--- config.mk ---
export PLATFORM = sky130hd
export DESIGN_NAME = uart_console_echo_line_discipline_unit_flat
export DESIGN_NICKNAME = d
export VERILOG_FILES = /design/src/sv/ucel_pkg.sv /design/src/sv/ucel_req_if.sv /design/src/sv/ucel_rsp_if.sv /design/src/sv/ucel_front.sv /design/src/sv/ucel_cmd_fifo.sv /design/src/sv/ucel_back.sv /design/src/sv/uart_console_echo_line_discipline_unit.sv /design/src/flat_wrapper.sv
export SDC_FILE = /design/constraint.sdc
export NUM_CORES = 2
export LEC_CHECK = 0
export BUFFER_PORTS_ARGS = -buffer_cell sky130_fd_sc_hd__buf_4
export CAP_MARGIN = 20
export CORE_ASPECT_RATIO = 0.5
export CORE_MARGIN = 3
export CORE_UTILIZATION = 50
export DETAILED_ROUTE_END_ITERATION = 8
export GPL_ROUTABILITY_DRIVEN = 0
export PLACE_DENSITY = 0.65
export SETUP_SLACK_MARGIN = 0.4
export SYNTH_ARGS = -nofsm -noshare
export SYNTH_HDL_FRONTEND = slang
export SYNTH_HIERARCHICAL = 1
export SYNTH_SLANG_ARGS = --single-unit
--- constraint.sdc ---
create_clock -name clk_i -period 6.6 [get_ports clk_i]
set_input_delay 1.32 -clock clk_i [delete_from_list [all_inputs] [get_ports clk_i]]
set_output_delay 1.32 -clock clk_i [all_outputs]
set_load 0.05 [all_outputs]
--- src/sv/ucel_pkg.sv ---
`timescale 1ns / 1ps

package ucel_pkg;

  localparam int RX_DEPTH = 128;
  localparam int TX_DEPTH = 128;

  localparam int RX_AW = $clog2(RX_DEPTH);
  localparam int TX_AW = $clog2(TX_DEPTH);
  localparam int RX_CW = $clog2(RX_DEPTH + 1);
  localparam int TX_CW = $clog2(TX_DEPTH + 1);

  typedef logic [RX_AW-1:0] rx_addr_t;
  typedef logic [TX_AW-1:0] tx_addr_t;
  typedef logic [RX_CW-1:0] rx_cnt_t;
  typedef logic [TX_CW-1:0] tx_cnt_t;
  typedef logic [RX_CW:0]   rx_sum_t;
  typedef logic [TX_CW:0]   tx_sum_t;

  // Event kinds on the request channel.
  localparam logic [1:0] REQ_LINE  = 2'd0;
  localparam logic [1:0] REQ_TXRDY = 2'd1;
  localparam logic [1:0] REQ_READ  = 2'd2;
  localparam logic [1:0] REQ_WRITE = 2'd3;

  localparam logic [7:0] CHAR_LF    = 8'h0A;
  localparam logic [7:0] CHAR_CR    = 8'h0D;
  localparam logic [7:0] CHAR_SPACE = 8'h20;
  localparam logic [7:0] CHAR_DEL   = 8'h7F;

  localparam logic [7:0] ERASE_SEQ [7] = '{8'h1B, 8'h5B, 8'h31, 8'h44, 8'h1B, 8'h5B, 8'h4B};

  typedef enum logic [2:0] {
    OP_NONE,
    OP_RX_PUSH,
    OP_RX_ERASE,
    OP_TX_PUT,
    OP_TX_POP,
    OP_RX_POP
  } op_e;

  typedef enum logic [1:0] {
    SEQ_NONE,
    SEQ_BYTE,
    SEQ_LF_CR,
    SEQ_ERASE
  } seq_e;

  typedef enum logic [1:0] {
    ST_IDLE,
    ST_PUSH,
    ST_FIN
  } state_e;

  typedef struct packed {
    op_e        op;
    seq_e       seq;
    logic [7:0] data;
  } cmd_t;

  // Byte k of a transmit sequence.
  function automatic logic [7:0] seq_byte(seq_e s, logic [2:0] k, logic [7:0] d);
    logic [7:0] b;
    b = d;
    case (s)
      SEQ_LF_CR: b = (k == 3'd0) ? CHAR_LF : CHAR_CR;
      SEQ_ERASE: b = (k == 3'd7) ? d : ERASE_SEQ[k];
      default:   b = d;
    endcase
    return b;
  endfunction

  // Index of the last byte of a transmit sequence.
  function automatic logic [2:0] seq_last(seq_e s);
    logic [2:0] n;
    n = 3'd0;
    case (s)
      SEQ_LF_CR: n = 3'd1;
      SEQ_ERASE: n = 3'd6;
      default:   n = 3'd0;
    endcase
    return n;
  endfunction

endpackage

--- src/sv/ucel_req_if.sv ---
`timescale 1ns / 1ps

interface ucel_req_if;
  logic       valid;
  logic       ready;
  logic [1:0] req_type;
  logic [7:0] data_byte;

  modport source (output valid, req_type, data_byte, input ready);
  modport sink   (input valid, req_type, data_byte, output ready);
endinterface

--- src/sv/ucel_rsp_if.sv ---
`timescale 1ns / 1ps

interface ucel_rsp_if;
  logic       valid;
  logic       ready;
  logic       tx_valid;
  logic [7:0] tx_byte;
  logic       read_valid;
  logic [7:0] read_byte;
  logic       dropped;
  logic [7:0] rx_level;
  logic [7:0] tx_level;

  modport source (output valid, tx_valid, tx_byte, read_valid, read_byte, dropped,
                  rx_level, tx_level, input ready);
  modport sink   (input valid, tx_valid, tx_byte, read_valid, read_byte, dropped,
                  rx_level, tx_level, output ready);
endinterface

--- src/sv/ucel_front.sv ---
`timescale 1ns / 1ps

module ucel_front (
  input  logic            clk_i,
  input  logic            rst_ni,
  input  logic            cfg_we_i,
  input  logic            cfg_wdata_i,
  ucel_req_if.sink        req_i,
  output logic            cmd_valid_o,
  input  logic            cmd_ready_i,
  output ucel_pkg::cmd_t  cmd_o
);

  logic echo_q, echo_d;

  always_comb begin
    echo_d = cfg_we_i ? cfg_wdata_i : echo_q;
  end

  always_ff @(posedge clk_i or negedge rst_ni) begin
    if (!rst_ni) begin
      echo_q <= 1'b0;
    end else begin
      echo_q <= echo_d;
    end
  end

  assign cmd_valid_o = req_i.valid;
  assign req_i.ready = cmd_ready_i;

  // Classification depends only on the event and the echo mode; FIFO state is
  // resolved in the back end.
  always_comb begin
    logic [7:0] b;
    b = req_i.data_byte;
    cmd_o.op   = ucel_pkg::OP_NONE;
    cmd_o.seq  = ucel_pkg::SEQ_NONE;
    cmd_o.data = b;
    unique case (req_i.req_type)
      ucel_pkg::REQ_LINE: begin
        if (!echo_q) begin
          cmd_o.op = ucel_pkg::OP_RX_PUSH;
        end else if (b == ucel_pkg::CHAR_CR) begin
          cmd_o.op  = ucel_pkg::OP_RX_PUSH;
          cmd_o.seq = ucel_pkg::SEQ_LF_CR;
        end else if (b >= ucel_pkg::CHAR_SPACE && b < ucel_pkg::CHAR_DEL) begin
          cmd_o.op  = ucel_pkg::OP_RX_PUSH;
          cmd_o.seq = ucel_pkg::SEQ_BYTE;
        end else if (b > ucel_pkg::CHAR_DEL) begin
          cmd_o.op = ucel_pkg::OP_RX_PUSH;
        end else if (b == ucel_pkg::CHAR_DEL) begin
          cmd_o.op  = ucel_pkg::OP_RX_ERASE;
          cmd_o.seq = ucel_pkg::SEQ_ERASE;
        end
      end
      ucel_pkg::REQ_TXRDY: cmd_o.op = ucel_pkg::OP_TX_POP;
      ucel_pkg::REQ_READ:  cmd_o.op = ucel_pkg::OP_RX_POP;
      ucel_pkg::REQ_WRITE: begin
        cmd_o.op  = ucel_pkg::OP_TX_PUT;
        cmd_o.seq = (echo_q && b == ucel_pkg::CHAR_LF) ? ucel_pkg::SEQ_LF_CR
                                                       : ucel_pkg::SEQ_BYTE;
      end
      default: cmd_o.op = ucel_pkg::OP_NONE;
    endcase
  end

endmodule

--- src/sv/ucel_cmd_fifo.sv ---
`timescale 1ns / 1ps

module ucel_cmd_fifo (
  input  logic            clk_i,
  input  logic            rst_ni,
  input  logic            push_valid_i,
  output logic            push_ready_o,
  input  ucel_pkg::cmd_t  push_cmd_i,
  output logic            pop_valid_o,
  input  logic            pop_ready_i,
  output ucel_pkg::cmd_t  pop_cmd_o
);

  ucel_pkg::cmd_t slot_q [2];
  logic           wr_ptr_q, wr_ptr_d;
  logic           rd_ptr_q, rd_ptr_d;
  logic [1:0]     cnt_q, cnt_d;
  logic           do_push, do_pop;

  assign push_ready_o = (cnt_q != 2'd2);
  assign pop_valid_o  = (cnt_q != 2'd0);
  assign pop_cmd_o    = slot_q[rd_ptr_q];

  assign do_push = push_valid_i && push_ready_o;
  assign do_pop  = pop_valid_o && pop_ready_i;

  always_comb begin
    wr_ptr_d = do_push ? ~wr_ptr_q : wr_ptr_q;
    rd_ptr_d = do_pop ? ~rd_ptr_q : rd_ptr_q;
    cnt_d    = cnt_q;
    if (do_push && !do_pop) begin
      cnt_d = cnt_q + 2'd1;
    end else if (do_pop && !do_push) begin
      cnt_d = cnt_q - 2'd1;
    end
  end

  always_ff @(posedge clk_i or negedge rst_ni) begin
    if (!rst_ni) begin
      wr_ptr_q <= 1'b0;
      rd_ptr_q <= 1'b0;
      cnt_q    <= 2'd0;
    end else begin
      wr_ptr_q <= wr_ptr_d;
      rd_ptr_q <= rd_ptr_d;
      cnt_q    <= cnt_d;
    end
  end

  always_ff @(posedge clk_i) begin
    if (do_push) begin
      slot_q[wr_ptr_q] <= push_cmd_i;
    end
  end

endmodule

--- src/sv/ucel_back.sv ---
`timescale 1ns / 1ps

module ucel_back (
  input  logic            clk_i,
  input  logic            rst_ni,
  input  logic            cmd_valid_i,
  output logic            cmd_ready_o,
  input  ucel_pkg::cmd_t  cmd_i,
  ucel_rsp_if.source      rsp_o
);

  ucel_pkg::state_e state_q, state_d;

  ucel_pkg::seq_e     seq_q, seq_d;
  logic [2:0]         idx_q, idx_d;
  logic [7:0]         data_q, data_d;
  logic               drop_q, drop_d;
  logic               txv_q, txv_d;
  logic               rdv_q, rdv_d;

  ucel_pkg::rx_addr_t rx_head_q, rx_head_d;
  ucel_pkg::rx_cnt_t  rx_cnt_q, rx_cnt_d;
  ucel_pkg::tx_addr_t tx_head_q, tx_head_d;
  ucel_pkg::tx_cnt_t  tx_cnt_q, tx_cnt_d;

  logic [7:0] rx_mem [ucel_pkg::RX_DEPTH];
  logic [7:0] tx_mem [ucel_pkg::TX_DEPTH];
  logic [7:0] rx_rdata_q, tx_rdata_q;

  logic               rx_we, tx_we, rx_re, tx_re;
  logic [7:0]         rx_wdata, tx_wdata;
  ucel_pkg::rx_addr_t rx_tail;
  ucel_pkg::tx_addr_t tx_tail;
  ucel_pkg::rx_sum_t  rx_sum;
  ucel_pkg::tx_sum_t  tx_sum;
  logic               rx_full, tx_full;
  ucel_pkg::rx_addr_t rx_head_inc;
  ucel_pkg::tx_addr_t tx_head_inc;

  logic       out_valid_q, out_valid_d;
  logic       out_load;
  logic       out_txv_q, out_rdv_q, out_drop_q;
  logic [7:0] out_txb_q, out_rdb_q, out_rxl_q, out_txl_q;
  logic [31:0] rx_cnt_w, tx_cnt_w;

  logic slot_free, start, need_push;

  assign slot_free   = !out_valid_q || rsp_o.ready;
  assign cmd_ready_o = (state_q == ucel_pkg::ST_IDLE) && slot_free;
  assign start       = cmd_ready_o && cmd_valid_i;

  assign rx_full = (rx_cnt_q == ucel_pkg::rx_cnt_t'(ucel_pkg::RX_DEPTH));
  assign tx_full = (tx_cnt_q == ucel_pkg::tx_cnt_t'(ucel_pkg::TX_DEPTH));

  // Write position is head plus count, wrapped once.
  always_comb begin
    rx_sum = ucel_pkg::rx_sum_t'(rx_head_q) + ucel_pkg::rx_sum_t'(rx_cnt_q);
    if (rx_sum >= ucel_pkg::rx_sum_t'(ucel_pkg::RX_DEPTH)) begin
      rx_sum = rx_sum - ucel_pkg::rx_sum_t'(ucel_pkg::RX_DEPTH);
    end
    rx_tail = rx_sum[ucel_pkg::RX_AW-1:0];
    tx_sum = ucel_pkg::tx_sum_t'(tx_head_q) + ucel_pkg::tx_sum_t'(tx_cnt_q);
    if (tx_sum >= ucel_pkg::tx_sum_t'(ucel_pkg::TX_DEPTH)) begin
      tx_sum = tx_sum - ucel_pkg::tx_sum_t'(ucel_pkg::TX_DEPTH);
    end
    tx_tail = tx_sum[ucel_pkg::TX_AW-1:0];
    rx_head_inc = (rx_head_q == ucel_pkg::rx_addr_t'(ucel_pkg::RX_DEPTH - 1))
                  ? '0 : rx_head_q + ucel_pkg::rx_addr_t'(1);
    tx_head_inc = (tx_head_q == ucel_pkg::tx_addr_t'(ucel_pkg::TX_DEPTH - 1))
                  ? '0 : tx_head_q + ucel_pkg::tx_addr_t'(1);
  end

  assign need_push = (cmd_i.op == ucel_pkg::OP_RX_PUSH && !rx_full &&
                      cmd_i.seq != ucel_pkg::SEQ_NONE) ||
                     (cmd_i.op == ucel_pkg::OP_RX_ERASE && rx_cnt_q != '0) ||
                     (cmd_i.op == ucel_pkg::OP_TX_PUT);

  // Next state.
  always_comb begin
    state_d = state_q;
    unique case (state_q)
      ucel_pkg::ST_IDLE: begin
        if (start) begin
          state_d = need_push ? ucel_pkg::ST_PUSH : ucel_pkg::ST_FIN;
        end
      end
      ucel_pkg::ST_PUSH: begin
        if (tx_full || idx_q == ucel_pkg::seq_last(seq_q)) begin
          state_d = ucel_pkg::ST_FIN;
        end
      end
      ucel_pkg::ST_FIN: state_d = ucel_pkg::ST_IDLE;
      default:          state_d = ucel_pkg::ST_IDLE;
    endcase
  end

  // Datapath and FIFO bookkeeping.
  always_comb begin
    seq_d     = seq_q;
    idx_d     = idx_q;
    data_d    = data_q;
    drop_d    = drop_q;
    txv_d     = txv_q;
    rdv_d     = rdv_q;
    rx_head_d = rx_head_q;
    rx_cnt_d  = rx_cnt_q;
    tx_head_d = tx_head_q;
    tx_cnt_d  = tx_cnt_q;
    rx_we     = 1'b0;
    tx_we     = 1'b0;
    rx_re     = 1'b0;
    tx_re     = 1'b0;
    rx_wdata  = cmd_i.data;
    tx_wdata  = ucel_pkg::seq_byte(seq_q, idx_q, data_q);
    out_load  = 1'b0;
    unique case (state_q)
      ucel_pkg::ST_IDLE: begin
        if (start) begin
          seq_d  = cmd_i.seq;
          idx_d  = 3'd0;
          data_d = cmd_i.data;
          drop_d = 1'b0;
          txv_d  = 1'b0;
          rdv_d  = 1'b0;
          case (cmd_i.op)
            ucel_pkg::OP_RX_PUSH: begin
              if (rx_full) begin
                drop_d = 1'b1;
              end else begin
                rx_we    = 1'b1;
                rx_cnt_d = rx_cnt_q + ucel_pkg::rx_cnt_t'(1);
              end
            end
            ucel_pkg::OP_RX_ERASE: begin
              if (rx_cnt_q != '0) begin
                rx_cnt_d = rx_cnt_q - ucel_pkg::rx_cnt_t'(1);
              end
            end
            ucel_pkg::OP_TX_POP: begin
              if (tx_cnt_q != '0) begin
                txv_d     = 1'b1;
                tx_re     = 1'b1;
                tx_head_d = tx_head_inc;
                tx_cnt_d  = tx_cnt_q - ucel_pkg::tx_cnt_t'(1);
              end
            end
            ucel_pkg::OP_RX_POP: begin
              if (rx_cnt_q != '0) begin
                rdv_d     = 1'b1;
                rx_re     = 1'b1;
                rx_head_d = rx_head_inc;
                rx_cnt_d  = rx_cnt_q - ucel_pkg::rx_cnt_t'(1);
              end
            end
            default: begin
            end
          endcase
        end
      end
      ucel_pkg::ST_PUSH: begin
        // A full transmit FIFO ends the sequence; bytes already queued stay.
        if (tx_full) begin
          drop_d = 1'b1;
        end else begin
          tx_we    = 1'b1;
          tx_cnt_d = tx_cnt_q + ucel_pkg::tx_cnt_t'(1);
          idx_d    = idx_q + 3'd1;
        end
      end
      ucel_pkg::ST_FIN: out_load = 1'b1;
      default: begin
      end
    endcase
  end

  always_comb begin
    out_valid_d = out_valid_q;
    if (out_load) begin
      out_valid_d = 1'b1;
    end else if (rsp_o.ready) begin
      out_valid_d = 1'b0;
    end
  end

  always_ff @(posedge clk_i or negedge rst_ni) begin
    if (!rst_ni) begin
      state_q     <= ucel_pkg::ST_IDLE;
      rx_head_q   <= '0;
      rx_cnt_q    <= '0;
      tx_head_q   <= '0;
      tx_cnt_q    <= '0;
      out_valid_q <= 1'b0;
    end else begin
      state_q     <= state_d;
      rx_head_q   <= rx_head_d;
      rx_cnt_q    <= rx_cnt_d;
      tx_head_q   <= tx_head_d;
      tx_cnt_q    <= tx_cnt_d;
      out_valid_q <= out_valid_d;
    end
  end

  always_ff @(posedge clk_i) begin
    seq_q  <= seq_d;
    idx_q  <= idx_d;
    data_q <= data_d;
    drop_q <= drop_d;
    txv_q  <= txv_d;
    rdv_q  <= rdv_d;
  end

  always_ff @(posedge clk_i) begin
    if (rx_we) begin
      rx_mem[rx_tail] <= rx_wdata;
    end
    if (rx_re) begin
      rx_rdata_q <= rx_mem[rx_head_q];
    end
  end

  always_ff @(posedge clk_i) begin
    if (tx_we) begin
      tx_mem[tx_tail] <= tx_wdata;
    end
    if (tx_re) begin
      tx_rdata_q <= tx_mem[tx_head_q];
    end
  end

  assign rx_cnt_w = 32'(rx_cnt_q);
  assign tx_cnt_w = 32'(tx_cnt_q);

  always_ff @(posedge clk_i) begin
    if (out_load) begin
      out_txv_q  <= txv_q;
      out_txb_q  <= txv_q ? tx_rdata_q : 8'h00;
      out_rdv_q  <= rdv_q;
      out_rdb_q  <= rdv_q ? rx_rdata_q : 8'h00;
      out_drop_q <= drop_q;
      out_rxl_q  <= rx_cnt_w[7:0];
      out_txl_q  <= tx_cnt_w[7:0];
    end
  end

  assign rsp_o.valid      = out_valid_q;
  assign rsp_o.tx_valid   = out_txv_q;
  assign rsp_o.tx_byte    = out_txb_q;
  assign rsp_o.read_valid = out_rdv_q;
  assign rsp_o.read_byte  = out_rdb_q;
  assign rsp_o.dropped    = out_drop_q;
  assign rsp_o.rx_level   = out_rxl_q;
  assign rsp_o.tx_level   = out_txl_q;

endmodule

--- src/sv/uart_console_echo_line_discipline_unit.sv ---
`timescale 1ns / 1ps

// Console UART line discipline with a receive FIFO and a transmit FIFO and
// optional terminal echo. Each request beat is one event (line byte,
// transmitter ready, host read, host write) and yields exactly one response
// beat. A front end classifies events into a two-entry command queue, so it
// keeps taking beats while the back end works, until the queue is full. The
// back end takes an event when idle, writes each byte it queues into the
// transmit FIFO in its push state, one byte per cycle. Reads, pops and plain
// stores queue nothing; an echoed printable byte or a host write queues its
// byte, CR or LF with echo LF and CR, and a DEL the erase sequence. The FIFO
// stores need no clearing after reset; only written entries are ever read.
module uart_console_echo_line_discipline_unit (
  input  logic        clk_i,
  input  logic        rst_ni,
  input  logic        cfg_we_i,
  input  logic        cfg_wdata_i,
  ucel_req_if.sink    req_i,
  ucel_rsp_if.source  rsp_o
);

  logic           fe_valid, fe_ready;
  ucel_pkg::cmd_t fe_cmd;
  logic           be_valid, be_ready;
  ucel_pkg::cmd_t be_cmd;

  ucel_front u_front (
    .clk_i       (clk_i),
    .rst_ni      (rst_ni),
    .cfg_we_i    (cfg_we_i),
    .cfg_wdata_i (cfg_wdata_i),
    .req_i       (req_i),
    .cmd_valid_o (fe_valid),
    .cmd_ready_i (fe_ready),
    .cmd_o       (fe_cmd)
  );

  ucel_cmd_fifo u_cmd_fifo (
    .clk_i        (clk_i),
    .rst_ni       (rst_ni),
    .push_valid_i (fe_valid),
    .push_ready_o (fe_ready),
    .push_cmd_i   (fe_cmd),
    .pop_valid_o  (be_valid),
    .pop_ready_i  (be_ready),
    .pop_cmd_o    (be_cmd)
  );

  ucel_back u_back (
    .clk_i       (clk_i),
    .rst_ni      (rst_ni),
    .cmd_valid_i (be_valid),
    .cmd_ready_o (be_ready),
    .cmd_i       (be_cmd),
    .rsp_o       (rsp_o)
  );

endmodule
--- src/flat_wrapper.sv ---
// flat-port wrapper written by rule: the top's interface ports become plain ports
module uart_console_echo_line_discipline_unit_flat 
  (clk_i, rst_ni, cfg_we_i, cfg_wdata_i, req_i_valid, req_i_req_type, req_i_data_byte, req_i_ready, rsp_o_valid, rsp_o_tx_valid, rsp_o_tx_byte, rsp_o_read_valid, rsp_o_read_byte, rsp_o_dropped, rsp_o_rx_level, rsp_o_tx_level, rsp_o_ready);
  ucel_req_if req_i_i ();
  ucel_rsp_if rsp_o_i ();
  input  logic clk_i;
  input  logic rst_ni;
  input  logic cfg_we_i;
  input  logic cfg_wdata_i;
  input wire logic [$bits(req_i_i.valid)-1:0] req_i_valid;
  input wire logic [$bits(req_i_i.req_type)-1:0] req_i_req_type;
  input wire logic [$bits(req_i_i.data_byte)-1:0] req_i_data_byte;
  output wire logic [$bits(req_i_i.ready)-1:0] req_i_ready;
  output wire logic [$bits(rsp_o_i.valid)-1:0] rsp_o_valid;
  output wire logic [$bits(rsp_o_i.tx_valid)-1:0] rsp_o_tx_valid;
  output wire logic [$bits(rsp_o_i.tx_byte)-1:0] rsp_o_tx_byte;
  output wire logic [$bits(rsp_o_i.read_valid)-1:0] rsp_o_read_valid;
  output wire logic [$bits(rsp_o_i.read_byte)-1:0] rsp_o_read_byte;
  output wire logic [$bits(rsp_o_i.dropped)-1:0] rsp_o_dropped;
  output wire logic [$bits(rsp_o_i.rx_level)-1:0] rsp_o_rx_level;
  output wire logic [$bits(rsp_o_i.tx_level)-1:0] rsp_o_tx_level;
  input wire logic [$bits(rsp_o_i.ready)-1:0] rsp_o_ready;
  assign req_i_i.valid = req_i_valid;
  assign req_i_i.req_type = req_i_req_type;
  assign req_i_i.data_byte = req_i_data_byte;
  assign req_i_ready = req_i_i.ready;
  assign rsp_o_valid = rsp_o_i.valid;
  assign rsp_o_tx_valid = rsp_o_i.tx_valid;
  assign rsp_o_tx_byte = rsp_o_i.tx_byte;
  assign rsp_o_read_valid = rsp_o_i.read_valid;
  assign rsp_o_read_byte = rsp_o_i.read_byte;
  assign rsp_o_dropped = rsp_o_i.dropped;
  assign rsp_o_rx_level = rsp_o_i.rx_level;
  assign rsp_o_tx_level = rsp_o_i.tx_level;
  assign rsp_o_i.ready = rsp_o_ready;
  uart_console_echo_line_discipline_unit u_core (.clk_i(clk_i), .rst_ni(rst_ni), .cfg_we_i(cfg_we_i), .cfg_wdata_i(cfg_wdata_i), .req_i(req_i_i), .rsp_o(rsp_o_i));
endmodule
# [Word level (Yosys, flattened, before mapping)]
# Memories as Yosys holds them, arrays and structs flattened. A register that Yosys moved wholly into a read port is not among the register bits.
# Cells that the tools add are included.
[word_totals] register_bits=89 ramBits=2074 rom_bits=64 in_bits=16 output_inout_bits=37 wordCells=183 memories=4
[classes] add_sub_neg=13 order_cmp=6 eq_ne=30 muxes=66 bitwise=3 n_reduce_logical=38
[memory_table] name="u_core.u_back.rx_mem" words=128 width=8 read_ports=1 rd_clocked_by_memory_dff=1 write_ports=1 line="ucel_back.sv:26" rtl="logic [7:0] rx_mem [ucel_pkg::RX_DEPTH];"
[memory_table] name="u_core.u_back.tx_mem" words=128 width=8 read_ports=1 rd_clocked_by_memory_dff=1 write_ports=1 line="ucel_back.sv:27" rtl="logic [7:0] tx_mem [ucel_pkg::TX_DEPTH];"
[memory_table] name="(no name shown)" words=8 width=8 read_ports=1 rd_clocked_by_memory_dff=0 write_ports=0 line="ucel_pkg.sv:67" rtl="SEQ_ERASE: b = (k == 3'd7) ? d : ERASE_SEQ[k];"
[memory_table] name="u_core.u_cmd_fifo.slot_q" words=2 width=13 read_ports=1 rd_clocked_by_memory_dff=0 write_ports=1 line="ucel_cmd_fifo.sv:14" rtl="ucel_pkg::cmd_t slot_q [2];"
[op_table] cell="$mux W8" count=9
[op_table] cell="$pmux W8 S2" count=3
[op_table] cell="$mux W7" count=4
[op_table] cell="$mux W1" count=27
[op_table] cell="$add A7 B8 Y9" count=2
[op_table] cell="$ge A9 B8 Y1 const B" count=2
[op_table] cell="$mux W2" count=9
[op_table] cell="$add A8 B1 Y8 const B" count=2
[op_table] cell="$eq A8 B4 Y1 const B" count=2
[op_table] cell="$eq A8 B8 Y1 const B" count=2
[op_table] cell="$reduce_bool A8 Y1" count=2
[op_table] cell="$sub A8 B1 Y8 const B" count=2
[op_table] cell="$mux W3" count=5
[op_table] cell="$add A7 B1 Y7 const B" count=2
[op_table] cell="$eq A7 B7 Y1 const B" count=2
[op_table] cell="$sub A7 B1 Y7 const B" count=2
[op_table] cell="$pmux W3 S2" count=2
[op_table] cell="$pmux W3 S4" count=1
[op_table] cell="$reduce_bool A2 Y1" count=6
[op_table] cell="$eq A2 B2 Y1 const B" count=5
[op_table] cell="$logic_and A1 B1 Y1" count=10
[op_table] cell="$mux W5" count=2
[op_table] cell="$ne A2 B2 Y1 const B" count=5
[op_table] cell="$reduce_and A5 Y1" count=2
[op_table] cell="27 further kinds" count=46

# [Depth between registers and ports, before layout]
[logic_depth] ltp_word=9 mapped_depth=12 depth_no_buf=11

# [By module]
# Netlist, hierarchy kept.
[modules_own_cells] module="ucel_back" n_inst=1 cells_per_inst=4220 area_per_inst_um2=84392.2 seq_area_each_um2=64336.7
[modules_own_cells] module="ucel_cmd_fifo" n_inst=1 cells_per_inst=58 area_per_inst_um2=1144.8 seq_area_each_um2=880.8
[modules_own_cells] module="ucel_front" n_inst=1 cells_per_inst=41 area_per_inst_um2=320.3 seq_area_each_um2=25.0

# [Worst setup path before layout]
# No wires, ideal clock.
[synth_path] path_kind="flip-flop to flip-flop" from="register u_core.u_back.idx_q[0]" to="memory u_core.u_back.tx_mem[0][1] (data pin)" setup_ns=0.969 t_arrival_ns=4.912 required_time_ns=5.631 path_slack_ns=0.720 stages_incl_launch_ff=6 path_buffers=0 period_less_slack_ns=5.880 cell_sequence="edfxtp_1 ha_1 ha_1 a21boi_0 nor2_1 a31oi_1"
[synth_between] elab_chain_len=6 word_cells_on_any_way=9 cone_classes="eq/ne: 1; mux: 5; bitwise: 1; reduce/logical: 1; memory: 1"
[synth_rtl] element="from (decl)" line="ucel_back.sv:15" rtl="logic [2:0] idx_q, idx_d;"
[synth_rtl] element="from (signal assigned)" line="ucel_back.sv:205" rtl="idx_q <= idx_d;"
[synth_rtl] element="$not A3 Y4 (implied by the code)" line="ucel_pkg.sv:67"
[synth_rtl] element="$mem_v2 Z8 W8"
[synth_rtl] element="$mux W8 (implied by the code) (2 in a row)" line="ucel_pkg.sv:67"
[synth_rtl] element="$mux W8" line="ucel_pkg.sv:67"
[synth_rtl] element="$pmux W8 S2 *" line="ucel_pkg.sv:65" rtl="case (s)"
[synth_rtl] element="named net u_core.u_back.tx_wdata[1]" line="ucel_back.sv:31" rtl="logic [7:0] rx_wdata, tx_wdata;"
[synth_rtl] element="to (decl)" line="ucel_back.sv:27"
# Mark *: on every way through the listed nets, which the timed path passes. The rest lies on a longest branch. The select of a mux whose other input is x is not followed.

# [Worst setup path after layout]
[layout_path] from="register u_core.u_back.tx_head_q[0]" to="memory u_core.u_back.tx_mem[3][1], enable pin"
[layout_between] elab_chain_len=3 word_cells_on_any_way=4 cone_classes="add/sub: 2; order compare: 1; mux: 1"
[layout_rtl] element="from (decl)" line="ucel_back.sv:23" rtl="ucel_pkg::tx_addr_t tx_head_q, tx_head_d;"
[layout_rtl] element="from (signal assigned)" line="ucel_back.sv:197" rtl="tx_head_q <= tx_head_d;"
[layout_rtl] element="$add A7 B8 Y9 *" line="ucel_back.sv:62" rtl="tx_sum = ucel_pkg::tx_sum_t'(tx_head_q) + ucel_pkg::tx_sum_t'(tx_cnt_q);"
[layout_rtl] element="$ge A9 B8 Y1 or $sub A7 B1 Y7 (tied branches)" line="ucel_back.sv:63, ucel_back.sv:64"
[layout_rtl] element="$mux W7 *" line="ucel_back.sv:63" rtl="if (tx_sum >= ucel_pkg::tx_sum_t'(ucel_pkg::TX_DEPTH)) begin"
# Every way passes the cells marked *; elsewhere a longest branch is shown, timed or not.

==> reports/metrics.csv <==
metric;value;unit
outcome;completed;
slew margin rel.;0.2293;
CTS max path bufs;4;
Slowest Stage Delay on Critical Path;860;ps
commonest non-fill, non-tap cells in the layout;edfxtp_1, mux4_2, nor2_1;
Cells after Synth;4319;
Critical Path, Cell by Cell;ha_1 > fa_1 > a21o_1 > a21oi_1 > xnor2_1 > nor2_1 > nand3_1 > nor2_1;
wl on met1;86970;µm
Setup TNS Final;0;ps
crit path DAT;5170;ps
CTS root buf;clkbuf_16;
hold buffers post-CTS;0;
first-pass iteration count of the detailed router;6;
Final setup viols;0;
post-synth top area share;0.7488;
path type of the worst setup path;reg -> reg;
Port-buffer cells;52;
routed wl met2;99110;µm
H-tree levels;4;
final antenna-violating net count;0;
CTS tree;done;
Tmin final;4737;ps
Critical Path Sink Type;flip-flop;
clock-pin slew on the worst setup and hold paths;70;ps
CP max FO;21;
DRC Markers;0;
die footprint;177000;µm²
largest net degree at the start of global routing;129;
fraction of layout cells with a size suffix above 1;0.1910;
LEAKAGE;29.44;nW
Critical path origin;u_core/u_back/tx_head_q[0];
DR vias/cell;6.404;
#FFs+latches synth;2179;
Synth Warn #;6;
die width;592.0;µm
worst hold margin;446.4;ps
post_cts resized;0;
Post-CTS Repair Setup Buffers;0;
commonest non-fill, non-tap cell in the layout;edfxtp_1;
Hold Fails Final Rpt;0;
chip height;299.0;µm
CTS buffer count;194;
Routed WL;211600;µm
Final Skew;44.65;ps
All-Layer GR Usage;0.2387;
grt total ovfl;0;
core area;168800;µm²
Synth area leaders;edfxtp_1, mux4_2, mux2i_1;
crit share post-route;0.7178;
area of the multi-input gates;19450;µm²
first-pass GRT wire length;308400;µm
Peak Freq;211.1;MHz
worst slew pin tran;1156;ps
Initial Utilization;0.5085;
initial antenna violation count;3;
Worst path slowest cell;nor2_1;
# IOs;53;
Row Count;106;
Fill cells;12363;
VDD IR-drop max;0.4135;mV
Layout Nets;4472;
Worst EP required;7030;ps
vias post-DR;43787;
Clock Latency Late Sink;840;ps
FF/Latch Area;65270;µm²
WL per Instance;30.95;µm
Max Cap Viol;0;
Top Metal Used;met4;
max-slew violations;0;
Seq/Total Area, Yosys;0.7599;
crit-path most repeated cell;nor2_1;
mean post-synth cell area;19.88;µm²
post-synthesis cell type count;79;
Synth async-reset ratio;0.01744;
net count after synthesis;4376;
clock sink count;2179;
metal3 WL;19060;µm
r2r startpoint;u_core/u_back/tx_head_q[0];
RSZ-0062 raised after global routing;false;
Power Dens Cells;437.7;nW/µm²
startpoint types;flip-flop;
DP HPWL;125400;µm
Layout area overhead;10.45;%
Post-synth EDFFs;2141;
Hold Crit Start;u_core/u_back/drop_q;
synthesized cell area;85860;µm²
worst hold-check path type;reg -> reg;
Post-synth top flop;edfxtp_1;
cell taking the most area after synthesis;edfxtp_1;
Detailed Route Iter0 Violations;5853;
vias in the first global route;43301;
==> critical path, delay by kind of cell, from the launching register on <==
family          cells  cell delay, ps
simple gates        3            2220
fa+ha+maj           2             740
flops               1             650
compound gates      2             570
xor+xnor            1             160
==> cell usage after synthesis (14+ instances only) <==
cell and count:
edfxtp_1 2141, mux4_2 410, nor2_1 325, mux2i_1 255
nand2_1 96, clkbuf_1 88, buf_2 72, a21oi_1 69
nand3_1 65, a22oi_1 60, o22ai_1 57, o221ai_1 47
o21ai_0 45, a211oi_1 44, dfrtp_1 38, ha_1 37
buf_4 33, inv_1 32, mux2_2 29, and2_1 26
xnor2_1 26, nor2b_1 25, nor3_1 25, buf_6 22
a2111oi_0 19, nand2b_1 19, a221oi_1 17, a22o_1 17
o32a_1 14
==> logic make-up (layout without fill, tap and decap cells) <==
logic type,Yosys count,count (layout),synth area share
flip-flops,2179,2179,0.7599
multiplexers,694,694,0.1411
AND/OR/NAND/NOR,639,639,0.03365
AO/OA/AOI/OAI,468,468,0.03939
buffers and inverters,260,506,0.01578
adder cells (fa/ha/maj),41,41,0.006325
XOR/XNOR,38,38,0.003876
other,0,4,0
==> registers in the layout, indices dropped and copies added, names as in the netlist, 2 cells and up <==
signal                         count
u_core/u_back/data_q               8
u_core/u_back/idx_q                3
u_core/u_back/rsp_o.read_byte      8
u_core/u_back/rsp_o.rx_level       8
u_core/u_back/rsp_o.tx_byte        8
u_core/u_back/rsp_o.tx_level       8
u_core/u_back/rx_cnt_q             8
u_core/u_back/rx_head_q            7
u_core/u_back/rx_mem            1024
u_core/u_back/rx_rdata_q           8
u_core/u_back/seq_q                2
u_core/u_back/state_q              2
u_core/u_back/tx_cnt_q             8
u_core/u_back/tx_head_q            7
u_core/u_back/tx_mem            1024
u_core/u_back/tx_rdata_q           8
u_core/u_cmd_fifo/cnt_q            2
u_core/u_cmd_fifo/slot_q          26
==> power by group <==
| group | total, mW | internal, mW | switching (mW) |
|---|---|---|---|
| Sequential | 18.6 | 18.0 | 0.553 |
| Combinational | 11.9 | 3.83 | 8.02 |
| Clock | 11.1 | 6.22 | 4.86 |
==> final cells by class <==
cell class	instances	share of cell area
antenna	4	0.0001056
clock buffer	240	0.05379
clock inverter	106	0.01049
inverter	34	0.001346
multi-input combinational	1880	0.2052
sequential	2179	0.6882
tap	2268	0.02992
timing repair buffer	126	0.01095
==> metal layers <==
| layer | global-route usage | vias up |
|---|---|---|
| met5 | 0 | - |
| met4 | 0.07005 | 0 |
| met3 | 0.04306 | 383 |
| met2 | 0.3663 | 2337 |
| met1 | 0.3535 | 23079 |
| li1 | - | 17988 |
==> worst paths after layout <==
| kind | slack [ps] | cells past startpoint | endpoint |
|---|---|---|---|
| setup / recovery | 1860 | 8 | u_core/u_back/tx_mem[3][1] |
| hold / removal | 450 | 0 | u_core/u_back/rsp_o.dropped |
| setup reg to reg | 1860 | 8 | u_core/u_back/tx_mem[3][1] |
| hold reg to reg | 450 | 0 | u_core/u_back/rsp_o.dropped |
| max in group asynchronous | 5590 | 1 | u_core/u_back/tx_head_q[0] |
| min in group asynchronous | 510 | 1 | u_core/u_back/tx_cnt_q[1] |
==> metrics by stage <==
stage                     setup WS [ps]  power [mW]  std cells  instance area, µm²    util
after floorplan                   719.8       26.50       4319               85860       -
after global placement             2052       30.55       6482               88670  0.5252
after detailed placement           1974       30.79       6484               88680  0.5253
after global routing               1667       43.04       6833               94820  0.5616
final                              1863       41.50       6837               94830  0.5617
after CTS                          1946       41.76       6830               94780  0.5614
Power figures use the tool's default switching activity.
